$ cat src/rtl/lir_pkg.sv
// Shared types and constants of the linear interpolation resampler.
package lir_pkg;

  localparam int unsigned SAMPLE_W  = 16;
  localparam int unsigned STEP_W    = 36;
  localparam int unsigned COUNT_W   = 4;
  localparam int unsigned CHAN_W    = 3;
  localparam int unsigned FRAC_W    = 32;
  localparam int unsigned RESULT_W  = 7;
  localparam int unsigned PADDR_W   = 4;
  localparam int unsigned PDATA_W   = 64;

  localparam int unsigned MAX_RESULTS = 64;

  localparam logic [STEP_W-1:0] STEP_MIN   = 36'h0_2000_0000;
  localparam logic [STEP_W-1:0] STEP_RESET = 36'h1_0000_0000;
  localparam logic [STEP_W:0]   ONE_FRAME  = 37'h0_1_0000_0000;

  // Register select, taken from paddr bit 3 (8-byte spacing)
  localparam logic REG_STEP  = 1'b0;
  localparam logic REG_COUNT = 1'b1;

  typedef enum logic [3:0] {
    ST_IDLE = 4'b0001,
    ST_EMIT = 4'b0010,
    ST_WAIT = 4'b0100,
    ST_COPY = 4'b1000
  } lir_state_e;

  typedef struct packed {
    logic [CHAN_W-1:0] chan;
    logic              last;
  } lir_tag_t;

endpackage

$ cat src/rtl/linear_interp_resampler_core.sv
// Top level of the linear interpolation resampler: sequencer, config registers, output stage.
//
//  channel   dir  beat                               handshake
//  --------  ---  ---------------------------------  -----------------------------
//  input     in   sample_i, start_req_i              in_valid_i / in_stall_o
//  output    out  out_sample_o, channel_o,           out_valid_o / out_stall_i
//                 last_of_run_o
//  config    in   APB, 64-bit data, regs at 0x0/0x8   psel/penable/pwrite, pready=1
//
// A beat that does not complete a frame is only stored. A beat that completes a
// frame starts a run of R results (at most 64), R possibly 0: the interpolator
// emits one result per cycle while the output does not stall, stage 1 drains,
// then the current frame is copied into the previous-frame memory one entry per
// cycle over the single read port of the current-frame memory.
// Reset clears the frame valid bits, phase and sequencer at once; no sweep.
// A stall on the output freezes the whole interpolation pipeline and holds back
// emission and the drain of stage 1; new input beats are taken as soon as the copy
// is done, while results may still wait.
module linear_interp_resampler_core #(
  parameter int unsigned MAX_CHANNELS = 8
) (
  input  logic                           clk_i,
  input  logic                           rst_ni,
  // input stream
  input  logic                           in_valid_i,
  output logic                           in_stall_o,
  input  logic [lir_pkg::SAMPLE_W-1:0]   sample_i,
  input  logic                           start_req_i,
  // output stream
  output logic                           out_valid_o,
  input  logic                           out_stall_i,
  output logic [lir_pkg::SAMPLE_W-1:0]   out_sample_o,
  output logic [lir_pkg::CHAN_W-1:0]     channel_o,
  output logic                           last_of_run_o,
  // config port
  input  logic                           psel,
  input  logic                           penable,
  input  logic                           pwrite,
  input  logic [lir_pkg::PADDR_W-1:0]    paddr,
  input  logic [lir_pkg::PDATA_W-1:0]    pwdata,
  output logic [lir_pkg::PDATA_W-1:0]    prdata,
  output logic                           pready
);
  import lir_pkg::*;

  localparam int unsigned CH_W  = (MAX_CHANNELS > 1) ? $clog2(MAX_CHANNELS) : 1;
  localparam int unsigned CNT_W = $clog2(MAX_CHANNELS + 1);

  // ---------------- configuration registers ----------------
  logic [STEP_W-1:0]  step_ratio_q;
  logic [COUNT_W-1:0] channel_count_q;
  logic               cfg_wr;

  assign pready = 1'b1;
  assign cfg_wr = psel && penable && pwrite;

  always_ff @(posedge clk_i or negedge rst_ni) begin
    if (!rst_ni) begin
      step_ratio_q    <= STEP_RESET;
      channel_count_q <= COUNT_W'(1);
    end else if (cfg_wr) begin
      case (paddr[3])
        REG_STEP:  step_ratio_q    <= pwdata[STEP_W-1:0];
        REG_COUNT: channel_count_q <= pwdata[COUNT_W-1:0];
        default: ;
      endcase
    end
  end

  always_comb begin
    case (paddr[3])
      REG_STEP:  prdata = PDATA_W'(step_ratio_q);
      REG_COUNT: prdata = PDATA_W'(channel_count_q);
      default:   prdata = '0;
    endcase
  end

  // Effective (clamped) settings
  logic [COUNT_W-1:0] nch;
  logic [STEP_W-1:0]  step_eff;

  always_comb begin
    if (channel_count_q == '0) begin
      nch = COUNT_W'(1);
    end else if (channel_count_q > COUNT_W'(MAX_CHANNELS)) begin
      nch = COUNT_W'(MAX_CHANNELS);
    end else begin
      nch = channel_count_q;
    end
  end

  assign step_eff = (step_ratio_q < STEP_MIN) ? STEP_MIN : step_ratio_q;

  // ---------------- sequencer state ----------------
  lir_state_e          state_q, state_d;
  logic [CH_W-1:0]     pos_q, pos_d;        // channel slot of next input sample
  logic                have_first_q, have_first_d;
  logic [STEP_W-1:0]   phase_q, phase_d;    // 4.32 phase
  logic [CH_W-1:0]     ch_q, ch_d;          // channel being issued
  logic [RESULT_W-1:0] n_q, n_d;            // results issued in this run
  logic [CNT_W-1:0]    cp_idx_q, cp_idx_d;  // copy sweep read index
  logic                cp_wr_q, cp_wr_d;
  logic [CH_W-1:0]     cp_wr_idx_q, cp_wr_idx_d;

  logic                in_acc;
  logic                adv;                 // pipeline advance
  logic                issue;
  logic                issue_last;
  logic                cp_rd;
  logic                s1_vld_q;

  logic [CH_W-1:0]     pos_eff;
  logic [CH_W:0]       pos_inc;
  logic [STEP_W-1:0]   phase_eff;
  logic                hf_eff;
  logic [STEP_W:0]     phase_nx;
  logic [RESULT_W-1:0] n_nx;
  logic                ch_at_end;
  logic                more;
  logic                out_vld_q;

  assign in_stall_o = (state_q != ST_IDLE);
  assign in_acc     = in_valid_i && !in_stall_o;
  assign adv        = !out_vld_q || !out_stall_i;
  assign issue      = (state_q == ST_EMIT) && adv;
  assign cp_rd      = (state_q == ST_COPY) && (cp_idx_q < CNT_W'(MAX_CHANNELS));

  // Start request clears phase, slot and first-frame flag ahead of the sample
  assign pos_eff   = start_req_i ? '0 : pos_q;
  assign phase_eff = start_req_i ? '0 : phase_q;
  assign hf_eff    = start_req_i ? 1'b0 : have_first_q;
  assign pos_inc   = {1'b0, pos_eff} + (CH_W+1)'(1);

  assign phase_nx  = {1'b0, phase_q} + {1'b0, step_eff};
  assign n_nx      = n_q + RESULT_W'(1);
  assign ch_at_end = (5'(ch_q) == (5'(nch) - 5'd1));
  // next position exists while phase stays inside the frame and results fit
  assign more      = (phase_nx[STEP_W:FRAC_W] == '0)
                  && ((8'(n_nx) + 8'(nch)) <= 8'(MAX_RESULTS));
  assign issue_last = ch_at_end && !more;

  always_comb begin
    state_d      = state_q;
    pos_d        = pos_q;
    have_first_d = have_first_q;
    phase_d      = phase_q;
    ch_d         = ch_q;
    n_d          = n_q;
    cp_idx_d     = cp_idx_q;
    cp_wr_d      = 1'b0;
    cp_wr_idx_d  = cp_wr_idx_q;

    case (state_q)
      ST_IDLE: begin
        if (in_acc) begin
          phase_d      = phase_eff;
          have_first_d = hf_eff;
          if (5'(pos_inc) < 5'(nch)) begin
            pos_d = pos_inc[CH_W-1:0];
          end else begin
            // frame complete
            pos_d = '0;
            if (!hf_eff) begin
              have_first_d = 1'b1;
              state_d      = ST_WAIT;
            end else if (phase_eff[STEP_W-1:FRAC_W] != '0) begin
              phase_d = phase_eff - ONE_FRAME[STEP_W-1:0];
              state_d = ST_WAIT;
            end else begin
              ch_d    = '0;
              n_d     = '0;
              state_d = ST_EMIT;
            end
          end
        end
      end
      ST_EMIT: begin
        if (issue) begin
          n_d = n_nx;
          if (ch_at_end) begin
            ch_d = '0;
            if (more) begin
              phase_d = phase_nx[STEP_W-1:0];
            end else begin
              phase_d = phase_nx[STEP_W-1:0] - ONE_FRAME[STEP_W-1:0];
              state_d = ST_WAIT;
            end
          end else begin
            ch_d = ch_q + CH_W'(1);
          end
        end
      end
      ST_WAIT: begin
        // copy reuses the current-frame read port: stage 1 must be empty
        cp_idx_d = '0;
        if (!s1_vld_q) begin
          state_d = ST_COPY;
        end
      end
      ST_COPY: begin
        if (cp_rd) begin
          cp_idx_d    = cp_idx_q + CNT_W'(1);
          cp_wr_d     = 1'b1;
          cp_wr_idx_d = cp_idx_q[CH_W-1:0];
        end
        if (cp_wr_q && (cp_wr_idx_q == CH_W'(MAX_CHANNELS - 1))) begin
          state_d = ST_IDLE;
        end
      end
      default: begin
        state_d = ST_IDLE;
      end
    endcase
  end

  always_ff @(posedge clk_i or negedge rst_ni) begin
    if (!rst_ni) begin
      state_q      <= ST_IDLE;
      pos_q        <= '0;
      have_first_q <= 1'b0;
      phase_q      <= '0;
      ch_q         <= '0;
      n_q          <= '0;
      cp_idx_q     <= '0;
      cp_wr_q      <= 1'b0;
      cp_wr_idx_q  <= '0;
    end else begin
      state_q      <= state_d;
      pos_q        <= pos_d;
      have_first_q <= have_first_d;
      phase_q      <= phase_d;
      ch_q         <= ch_d;
      n_q          <= n_d;
      cp_idx_q     <= cp_idx_d;
      cp_wr_q      <= cp_wr_d;
      cp_wr_idx_q  <= cp_wr_idx_d;
    end
  end

  // ---------------- frame memories ----------------
  logic [SAMPLE_W-1:0] cur_rd, prev_rd;
  logic [CH_W-1:0]     cur_rd_addr;

  assign cur_rd_addr = (state_q == ST_COPY) ? cp_idx_q[CH_W-1:0] : ch_q;

  lir_frame_mem #(
    .DEPTH (MAX_CHANNELS),
    .AW    (CH_W)
  ) u_cur_mem (
    .clk_i     (clk_i),
    .rst_ni    (rst_ni),
    .clr_i     (in_acc && start_req_i),
    .wr_en_i   (in_acc),
    .wr_addr_i (pos_eff),
    .wr_data_i (sample_i),
    .rd_en_i   (issue || cp_rd),
    .rd_addr_i (cur_rd_addr),
    .rd_data_o (cur_rd)
  );

  lir_frame_mem #(
    .DEPTH (MAX_CHANNELS),
    .AW    (CH_W)
  ) u_prev_mem (
    .clk_i     (clk_i),
    .rst_ni    (rst_ni),
    .clr_i     (in_acc && start_req_i),
    .wr_en_i   (cp_wr_q),
    .wr_addr_i (cp_wr_idx_q),
    .wr_data_i (cur_rd),
    .rd_en_i   (issue),
    .rd_addr_i (ch_q),
    .rd_data_o (prev_rd)
  );

  // ---------------- interpolation pipeline ----------------
  // stage 1: memory read data, with fraction and tag carried alongside
  logic [FRAC_W-1:0] frac_s1_q;
  lir_tag_t          tag_s1_q;
  logic              ip_vld;
  logic [SAMPLE_W-1:0] ip_res;
  lir_tag_t          ip_tag;

  always_ff @(posedge clk_i or negedge rst_ni) begin
    if (!rst_ni) begin
      s1_vld_q <= 1'b0;
    end else if (adv) begin
      s1_vld_q <= issue;
    end
  end

  always_ff @(posedge clk_i) begin
    if (issue) begin
      frac_s1_q     <= phase_q[FRAC_W-1:0];
      tag_s1_q.chan <= CHAN_W'(ch_q);
      tag_s1_q.last <= issue_last;
    end
  end

  lir_interp u_interp (
    .clk_i  (clk_i),
    .rst_ni (rst_ni),
    .en_i   (adv),
    .vld_i  (s1_vld_q),
    .prev_i (prev_rd),
    .cur_i  (cur_rd),
    .frac_i (frac_s1_q),
    .tag_i  (tag_s1_q),
    .vld_o  (ip_vld),
    .res_o  (ip_res),
    .tag_o  (ip_tag)
  );

  // output register
  logic [SAMPLE_W-1:0] out_sample_q;
  lir_tag_t            out_tag_q;

  always_ff @(posedge clk_i or negedge rst_ni) begin
    if (!rst_ni) begin
      out_vld_q <= 1'b0;
    end else if (adv) begin
      out_vld_q <= ip_vld;
    end
  end

  always_ff @(posedge clk_i) begin
    if (adv && ip_vld) begin
      out_sample_q <= ip_res;
      out_tag_q    <= ip_tag;
    end
  end

  assign out_valid_o   = out_vld_q;
  assign out_sample_o  = out_sample_q;
  assign channel_o     = out_tag_q.chan;
  assign last_of_run_o = out_tag_q.last;

  // ---------------- assertions ----------------
  // the copy sweep must never overwrite read data still held in stage 1
  a_copy_s1_empty: assert property (@(posedge clk_i) disable iff (!rst_ni)
    (state_q == ST_COPY) |-> !s1_vld_q)
    else $error("copy sweep overlaps pending interpolation read");

  // the final result of a run ends emission
  a_last_ends_emit: assert property (@(posedge clk_i) disable iff (!rst_ni)
    (issue && issue_last) |=> (state_q == ST_WAIT))
    else $error("emission continued after last result");

  // a run never exceeds the result limit
  a_run_limit: assert property (@(posedge clk_i) disable iff (!rst_ni)
    issue |-> (n_q < RESULT_W'(MAX_RESULTS)))
    else $error("run exceeded result limit");

endmodule

$ cat src/rtl/lir_frame_mem.sv
// Frame store: synchronous 1R1W memory with per-entry valid bits (invalid reads as zero).
module lir_frame_mem #(
  parameter int unsigned DEPTH = 8,
  parameter int unsigned AW    = 3
) (
  input  logic                          clk_i,
  input  logic                          rst_ni,
  input  logic                          clr_i,
  input  logic                          wr_en_i,
  input  logic [AW-1:0]                 wr_addr_i,
  input  logic [lir_pkg::SAMPLE_W-1:0]  wr_data_i,
  input  logic                          rd_en_i,
  input  logic [AW-1:0]                 rd_addr_i,
  output logic [lir_pkg::SAMPLE_W-1:0]  rd_data_o
);
  import lir_pkg::*;

  logic [SAMPLE_W-1:0] mem_q [DEPTH];
  logic [SAMPLE_W-1:0] rd_q;
  logic [DEPTH-1:0]    vld_q, vld_d;
  logic                rd_vld_q;

  always_comb begin
    vld_d = vld_q;
    if (clr_i) begin
      vld_d = '0;
    end
    if (wr_en_i) begin
      vld_d[wr_addr_i] = 1'b1;
    end
  end

  always_ff @(posedge clk_i or negedge rst_ni) begin
    if (!rst_ni) begin
      vld_q    <= '0;
      rd_vld_q <= 1'b0;
    end else begin
      vld_q <= vld_d;
      if (rd_en_i) begin
        rd_vld_q <= vld_q[rd_addr_i];
      end
    end
  end

  always_ff @(posedge clk_i) begin
    if (wr_en_i) begin
      mem_q[wr_addr_i] <= wr_data_i;
    end
    if (rd_en_i) begin
      rd_q <= mem_q[rd_addr_i];
    end
  end

  assign rd_data_o = rd_vld_q ? rd_q : '0;

endmodule

$ cat src/rtl/lir_interp.sv
// Interpolation datapath: registered (cur-prev)*frac, then round half up and add.
module lir_interp (
  input  logic                          clk_i,
  input  logic                          rst_ni,
  input  logic                          en_i,
  input  logic                          vld_i,
  input  logic [lir_pkg::SAMPLE_W-1:0]  prev_i,
  input  logic [lir_pkg::SAMPLE_W-1:0]  cur_i,
  input  logic [lir_pkg::FRAC_W-1:0]    frac_i,
  input  lir_pkg::lir_tag_t             tag_i,
  output logic                          vld_o,
  output logic [lir_pkg::SAMPLE_W-1:0]  res_o,
  output lir_pkg::lir_tag_t             tag_o
);
  import lir_pkg::*;

  localparam int unsigned PROD_W = SAMPLE_W + 1 + FRAC_W + 1;

  logic signed [SAMPLE_W:0]   diff;
  logic signed [PROD_W-1:0]   prod_d, prod_q;
  logic signed [PROD_W-1:0]   rnd;
  logic [SAMPLE_W-1:0]        base_q;
  lir_tag_t                   tag_q;
  logic                       vld_q;

  assign diff   = $signed({cur_i[SAMPLE_W-1], cur_i}) - $signed({prev_i[SAMPLE_W-1], prev_i});
  // 17 x 33 bit signed product, operands sign-extended to the product width
  assign prod_d = PROD_W'(diff) * PROD_W'($signed({1'b0, frac_i}));

  always_ff @(posedge clk_i or negedge rst_ni) begin
    if (!rst_ni) begin
      vld_q <= 1'b0;
    end else if (en_i) begin
      vld_q <= vld_i;
    end
  end

  always_ff @(posedge clk_i) begin
    if (en_i && vld_i) begin
      prod_q <= prod_d;
      base_q <= prev_i;
      tag_q  <= tag_i;
    end
  end

  // floor((p + 2^31) / 2^32); result is convex so low 16 bits suffice
  assign rnd   = prod_q + $signed(PROD_W'(64'h8000_0000));
  assign res_o = base_q + rnd[FRAC_W +: SAMPLE_W];
  assign vld_o = vld_q;
  assign tag_o = tag_q;

endmodule
$ cat config.mk
export PLATFORM = sky130hd
export DESIGN_NAME = linear_interp_resampler_core
export DESIGN_NICKNAME = d
export VERILOG_FILES = /design/src/rtl/lir_pkg.sv /design/src/rtl/linear_interp_resampler_core.sv /design/src/rtl/lir_frame_mem.sv /design/src/rtl/lir_interp.sv
export SDC_FILE = /design/constraint.sdc
export NUM_CORES = 2
export LEC_CHECK = 0
export ABC_AREA = 1
export BUFFER_PORTS_ARGS = -buffer_cell sky130_fd_sc_hd__buf_2
export CAP_MARGIN = 10
export CORE_ASPECT_RATIO = 0.9
export CORE_UTILIZATION = 40
export CTS_CLUSTER_DIAMETER = 100
export CTS_CLUSTER_SIZE = 10
export DETAILED_ROUTE_END_ITERATION = 10
export MAX_ROUTING_LAYER = met4
export PLACE_DENSITY = 0.62
export SYNTH_ARGS = -nofsm -noshare
export SYNTH_HDL_FRONTEND = slang
export SYNTH_SLANG_ARGS = --single-unit
$ cat constraint.sdc
create_clock -name clk_i -period 9.7 [get_ports clk_i]
set_input_delay 0.97 -clock clk_i [delete_from_list [all_inputs] [get_ports clk_i]]
set_output_delay 0.97 -clock clk_i [all_outputs]
set_load 0.01 [all_outputs]
# Word level (Yosys, flattened, before mapping)
# Memory sizes are Yosys's and may differ from the RTL's. A register that Yosys moved wholly into a read port is not among the register bits.
# Cells that the tools add are included.
[op_classes]
add_sub_neg = 12
bitwise_logic = 3
eq_ne = 17
n_reduce_logical = 32
order_cmp = 11
muxes = 63
multipliers = 1
[ops]
columns = ["cell", "n"]
rows = [
  ["two-way mux 36 bit", 9],
  ["case mux 64 bit (2 select lines)", 1],
  ["case mux 36 bit (2 select lines)", 1],
  ["subtractor 36 x 33 -> 36 bit, second input constant", 2],
  ["adder 48 x 33 -> 48 bit, second input constant", 1],
  ["multiplier 17 x 33 -> 48 bit", 1],
  ["two-way mux 4 bit", 10],
  ["adder 36 x 36 -> 37 bit", 1],
  ["less-than comparator 36 x 30 -> 1 bit, second input constant", 1],
  ["two-way mux 7 bit", 5],
  ["two-way mux 3 bit", 11],
  ["two-way mux 16 bit", 2],
  ["two-way mux 8 bit", 4],
  ["!= test 2 bit, second input constant", 10],
  ["subtractor 16 x 16 -> 17 bit", 1],
  ["adder 16 bit", 1],
  ["less-than comparator 3 x 4 -> 1 bit, second input constant", 4],
  ["bitwise OR 8 bit", 2],
  ["case mux 4 bit (4 select lines)", 1],
  ["case mux 7 bit (2 select lines)", 1],
  ["logical AND 1 bit", 13],
  ["two-way mux 1 bit", 12],
  ["AND reduction 2 bit", 5],
  ["adder 7 x 4 -> 8 bit", 1],
  ["other kinds (31)", 39],
]
[word_totals]
output_inout_bits = 87
ram_bits = 256
input_bits = 92
word_cells = 169
register_bits = 247
n_memories = 2
[memory_table]
columns = ["name", "words", "width", "rd", "rd_clocked_by_memory_dff", "write_ports", "line_no", "source"]
rows = [
  ["u_cur_mem.mem_q", 8, 16, 1, 1, 1, "lir_frame_mem.sv:18", "logic [SAMPLE_W-1:0] mem_q [DEPTH];"],
  ["u_prev_mem.mem_q", 8, 16, 1, 1, 1, "lir_frame_mem.sv:18", ""],
]

# Longest topological paths before layout
[depth]
word_depth = 10
depth_mapped = 44
ltp_nobuf = 41

# Hierarchy
# From an unflattened synthesis, not the netlist that was laid out.
[unflattened]
cells_unflattened = 4903
hier_area_um2 = 42746.0
[modules_own_cells]
columns = ["mod", "cells_each", "seq_area_each_um2", "area_each_um2", "instances"]
rows = [
  ["lir_interp", 2723, 1136.1, 21020.2, 1],
  ["linear_interp_resampler_core", 1202, 4287.9, 9678.0, 1],
  ["lir_frame_mem at u_cur_mem", 489, 4549.4, 6027.0, 1],
  ["lir_frame_mem at u_prev_mem", 489, 4549.4, 6020.8, 1],
]

# Least setup slack after synthesis
# No wires, ideal clock.
[synth_timing]
path_type = "reg-to-reg"
from = "reg u_prev_mem.rd_vld_q"
to = "reg u_interp.prod_q[46] (data pin)"
required_time_ns = 9.442
path_stages_with_launch = 38
path_buffers = 3
setup_time_ns = 0.258
period_less_slack_ns = 7.390
setup_slack_ns = 2.310
arrival_ns = 7.132
cell_sequence = "dfrtp_1 clkbuf_1 clkbuf_1 nand2_1 inv_1 ha_1 fa_1 inv_1 nand2_1 nand2_1 o21ai_0 o21ai_2 a21oi_1 or2_1 nand2_1 clkbuf_1 nor2_1 fa_1 (+2 left out) fa_1 fa_1 inv_1 fa_1 inv_1 fa_1 inv_1 ha_1 nand2_1 nor2_1 inv_1 nor2_1 inv_1 nor2_1 nand2_1 o211ai_1 a31oi_1 xnor2_1"
[synth_between]
elab_chain_cells = 3
[synth_lines]
columns = ["element", "line_no", "source"]
rows = [
  ["from (decl)", "lir_frame_mem.sv:21", "logic rd_vld_q;"],
  ["from (signal assigned)", "lir_frame_mem.sv:40", "rd_vld_q <= vld_q[rd_addr_i];"],
  ["two-way mux 16 bit", "lir_frame_mem.sv:54", "assign rd_data_o = rd_vld_q ? rd_q : '0;"],
  ["named net prev_rd[0]", "linear_interp_resampler_core.sv:241", "logic [SAMPLE_W-1:0] cur_rd, prev_rd;"],
  ["subtractor 16 x 16 -> 17 bit", "lir_interp.sv:26", "assign diff = $signed({cur_i[SAMPLE_W-1], cur_i}) - $signed({prev_i[SAMPLE_W-1], prev_i});"],
  ["multiplier 17 x 33 -> 48 bit", "lir_interp.sv:28", "assign prod_d = PROD_W'(diff) * PROD_W'($signed({1'b0, frac_i}));"],
  ["named net u_interp.prod_d[46]", "lir_interp.sv:20", "logic signed [PROD_W-1:0] prod_d, prod_q;"],
  ["to (signal assigned)", "lir_interp.sv:40", "prod_q <= prod_d;"],
  ["to (decl)", "lir_interp.sv:20", ""],
]
# The timed path passes the listed nets, and every way through them passes these cells.
# A chain may end at the register's enable or synchronous reset.

# Final worst setup path
[layout_timing]
from = "reg u_cur_mem.rd_vld_q"
to = "reg u_interp.prod_q[43] (data pin)"
[layout_between]
elab_chain_cells = 3
[layout_lines]
columns = ["element", "line_no"]
rows = [
  ["from (decl)", "lir_frame_mem.sv:21"],
  ["from (signal assigned)", "lir_frame_mem.sv:40"],
  ["two-way mux 16 bit", "lir_frame_mem.sv:54"],
  ["named net cur_rd[1]", "linear_interp_resampler_core.sv:241"],
  ["subtractor 16 x 16 -> 17 bit", "lir_interp.sv:26"],
  ["multiplier 17 x 33 -> 48 bit", "lir_interp.sv:28"],
  ["named net u_interp.prod_d[43]", "lir_interp.sv:20"],
]
# The timed path passes the listed nets, and every way through them passes these cells.

==> run_results.csv <==
group,metric,value,unit
cells_and_area,drive_above_1_share,6.645,%
route,vias,30321,
route,wirelength,104800,um
route,drt-wirelength-per-cell,17.31,um
cts,cts_buffer_depth,3,
synth,synthesis.instances,4591,
synth,synth_edf_count,381,
sta,layout_min_cycle_time,8.786,ns
synth,synth_area_per_cell,8.982,um^2
synth,synth.most_common_cell,"inv_1",
critical_path,setup.worst_path.class,"register to register",
floorplan,initial_core_util,40.45,%
floorplan,pin_count,179,
placed_design,io_buffer_count,118,
sta,rsz0062_at_grt,"no",
critical_path,cp-endpoint,"u_interp.prod_q[43]",
critical_path,regToRegStartpoint,"u_cur_mem.rd_vld_q",
route,drc,0,
sta,hold_viol_final,0,
critical_path,startpoint,"u_cur_mem.rd_vld_q",
cells_and_area,post-route-util,44.01,%
critical_path,reg2reg_depth,36,
floorplan,die_area,104400,um^2
synth,async_flop_share,24.40,%
synth,ys_seq_area_share,35.22,%
global_route,grt_pass1_vias,30751,
critical_path,arrival,9.17,ns
sta,finClkSkew,0.03402,ns
run,maxCapViolCount,0,
synth,synth_warnings,0,
synth,synth_area,41240,um^2
critical_path,rrSetupSlack,0.91,ns
synth,netlist.area_leader.share,27.74,%
synth,synthFlopType,"edfxtp_1",
critical_path,critPathLaunchType,"register",
critical_path,critical_path.most_common_cell,"nand2_1",
synth,synth_top_cell_by_area,"edfxtp_1",
cts,clock_latency,0.63,ns
synth,synth.distinct_cells,59,
cts,cts_root_buf,"clkbuf_16",
critical_path,crit_required,10.08,ns
cts,cts_tree,"done",
sta,tightest_slew,1.165,ns
critical_path,cp_slowest_stage_delay,0.60,ns
cells_and_area,n_fill_cell,10017,
placed_design,hpwlAfterDp,79250,um
global_route,antenna_found_initial,3,
synth,synth_common_cells,"inv_1 (847), nand2_1 (829), nor2_1 (647), fa_1 (452), edfxtp_1 (381)",
cells_and_area,area_delta_synth_final,8.787,%
global_route,grt_max_degree,72,
cells_and_area,layout.nets,5430,
route,postRouteAntennaNets,0,
cts,cts.clk_slew.worst_paths,0.07,ns
cts,cts_resized,0,
sta,setup_viol,0,
critical_path,crit_path_end_kind,"register",
cts,cts.sinks,504,
placed_design,gp_congestion,0.9445,
critical_path,timing.rr.end,"u_interp.prod_q[43]",
route,dr.pass1.iters,6,
global_route,grt.overflow.total,0,
cts,cts_hold_buf,0,
floorplan,coreArea,101900,um^2
run_status,outcome,"finished clean",
cts,post-cts-setup-buffer-count,0,
sta,hold_ws,0.3445,ns
global_route,grt_pass1_wl,168400,um
floorplan,die_x,340.5,um
cts,numCtsBuffers,57,
floorplan,row_count,111,
floorplan,die_y,306.6,um
critical_path,slowest_stage,"inv_2",
route,vias_per_cell,5.008,
placed_design,dpl_worst_slack,1.093,ns
global_route,track_usage,21.01,%
sta,fmax,113.8,MHz
sta,slew_violations,0,
synth,synth-seq-cells,504,
min_path,hold_class,"primary input to asynchronous set/reset pin",
cts,h-tree-depth,2,
sta,fin_crit_sh,90.57,%
route,drt_iter0_markers,2197,
synth,synth_area_leaders,"edfxtp_1 (28%), fa_1 (22%), inv_1 (7.7%)",
sta,final.setup.tns,0,ns
sta,slew_headroom,22.22,%
critical_path,cp_max_fo,30,
sta,worst_slack,0.9145,ns
[per-layer routing]
layer  up-vias  part of all wire (%)  routed length (um)  GRT usage (%)
met5         -                     0                   0              -
met4         0                   1.8                1850          4.005
met3       138                   6.6                6948          3.060
met2       876                    47               48880          33.51
met1     14848                    45               47130          28.69
li1      14459                     -                   -              -
[cell usage in the layout (no fill, tap or decap), types with 8 or more instances in the layout]
master,n
a31oi_1,28
mux2_2,15
nand3_1,95
xnor2_1,21
buf_4,54
fa_1,451
xor2_1,53
ha_1,225
or2_2,10
nor2_1,644
buf_2,117
nor4_1,8
dfrtp_1,119
o21ai_0,228
nand4_1,21
clkbuf_1,30
o21bai_1,13
clkbuf_16,58
edfxtp_1,381
o21ai_1,62
inv_1,847
a21oi_1,173
conb_1,29
inv_2,23
o21a_1,10
nor3_1,13
o22ai_1,49
nand2_1,828
[registers in the layout, indices dropped and copies added (netlist names), 7 cells and up]
| register | cells |
|---|---|
| u_prev_mem.rd_q | 16 |
| out_sample_o | 16 |
| frac_s1_q | 32 |
| u_prev_mem.mem_q | 128 |
| u_prev_mem.vld_q | 8 |
| phase_q | 36 |
| n_q | 7 |
| step_ratio_q | 36 |
| u_interp.prod_q | 17 |
| u_interp.base_q | 16 |
| u_cur_mem.vld_q | 8 |
| u_cur_mem.mem_q | 128 |
| u_cur_mem.rd_q | 16 |
[cells by family after synthesis]
kind of cell | Yosys count | synth area share (%)
flip-flops | 504 | 35.22
AO/OA/AOI/OAI | 608 | 8.083
other | 2 | 0.01821
XOR/XNOR | 74 | 1.572
multiplexers | 15 | 0.4096
AND/OR/NAND/NOR | 1648 | 15.81
adder cells (fa/ha/maj) | 677 | 28.77
buffers and inverters | 1063 | 10.12
[worst max-delay path, delay by kind of cell (launching register included)]
family | cells | cell delay (ns)
DFF | 1 | 0.48
adders and majority gates | 8 | 3.62
buffers and inverters | 8 | 1.32
AOI/OAI and AO/OA | 9 | 1.76
and+or+nand+nor | 11 | 1.32
[how the worst min path moves through the flow]
stage	startpoint	to	slack [ns]	cells after the start
final	rst_ni	phase_q[12]	0.34	1
after global routing	rst_ni	step_ratio_q[29]	0.37	1
after CTS	rst_ni	step_ratio_q[29]	0.32	1
after detailed placement	u_interp.tag_o[3]	channel_o[2]	0.41	0
after global placement	u_interp.tag_o[3]	channel_o[2]	0.40	0
after floorplan	u_interp.tag_o[1]	channel_o[0]	0.40	0
[area by class of cell]
type,count,area [um^2],area share [%]
Multi-Input combinational cell,3051,22680,50.55
Sequential cell,504,14520,32.37
Inverter,874,3281,7.313
Tap cell,1356,1697,3.782
Clock buffer,89,1578,3.517
Timing Repair Buffer,173,1022,2.279
Clock inverter,4,76.32,0.1701
Antenna cell,3,7.507,0.01673
[per-stage QoR]
step,std cells,area (um^2)
floorplan,4618,41340
global route,6054,44860
finish,6054,44860
global placement,5958,43200
detailed placement,5958,43200
CTS,6051,44850
Power is not shown: default switching activity piles up to over one toggle a cycle in this logic, so the estimate is an artifact.
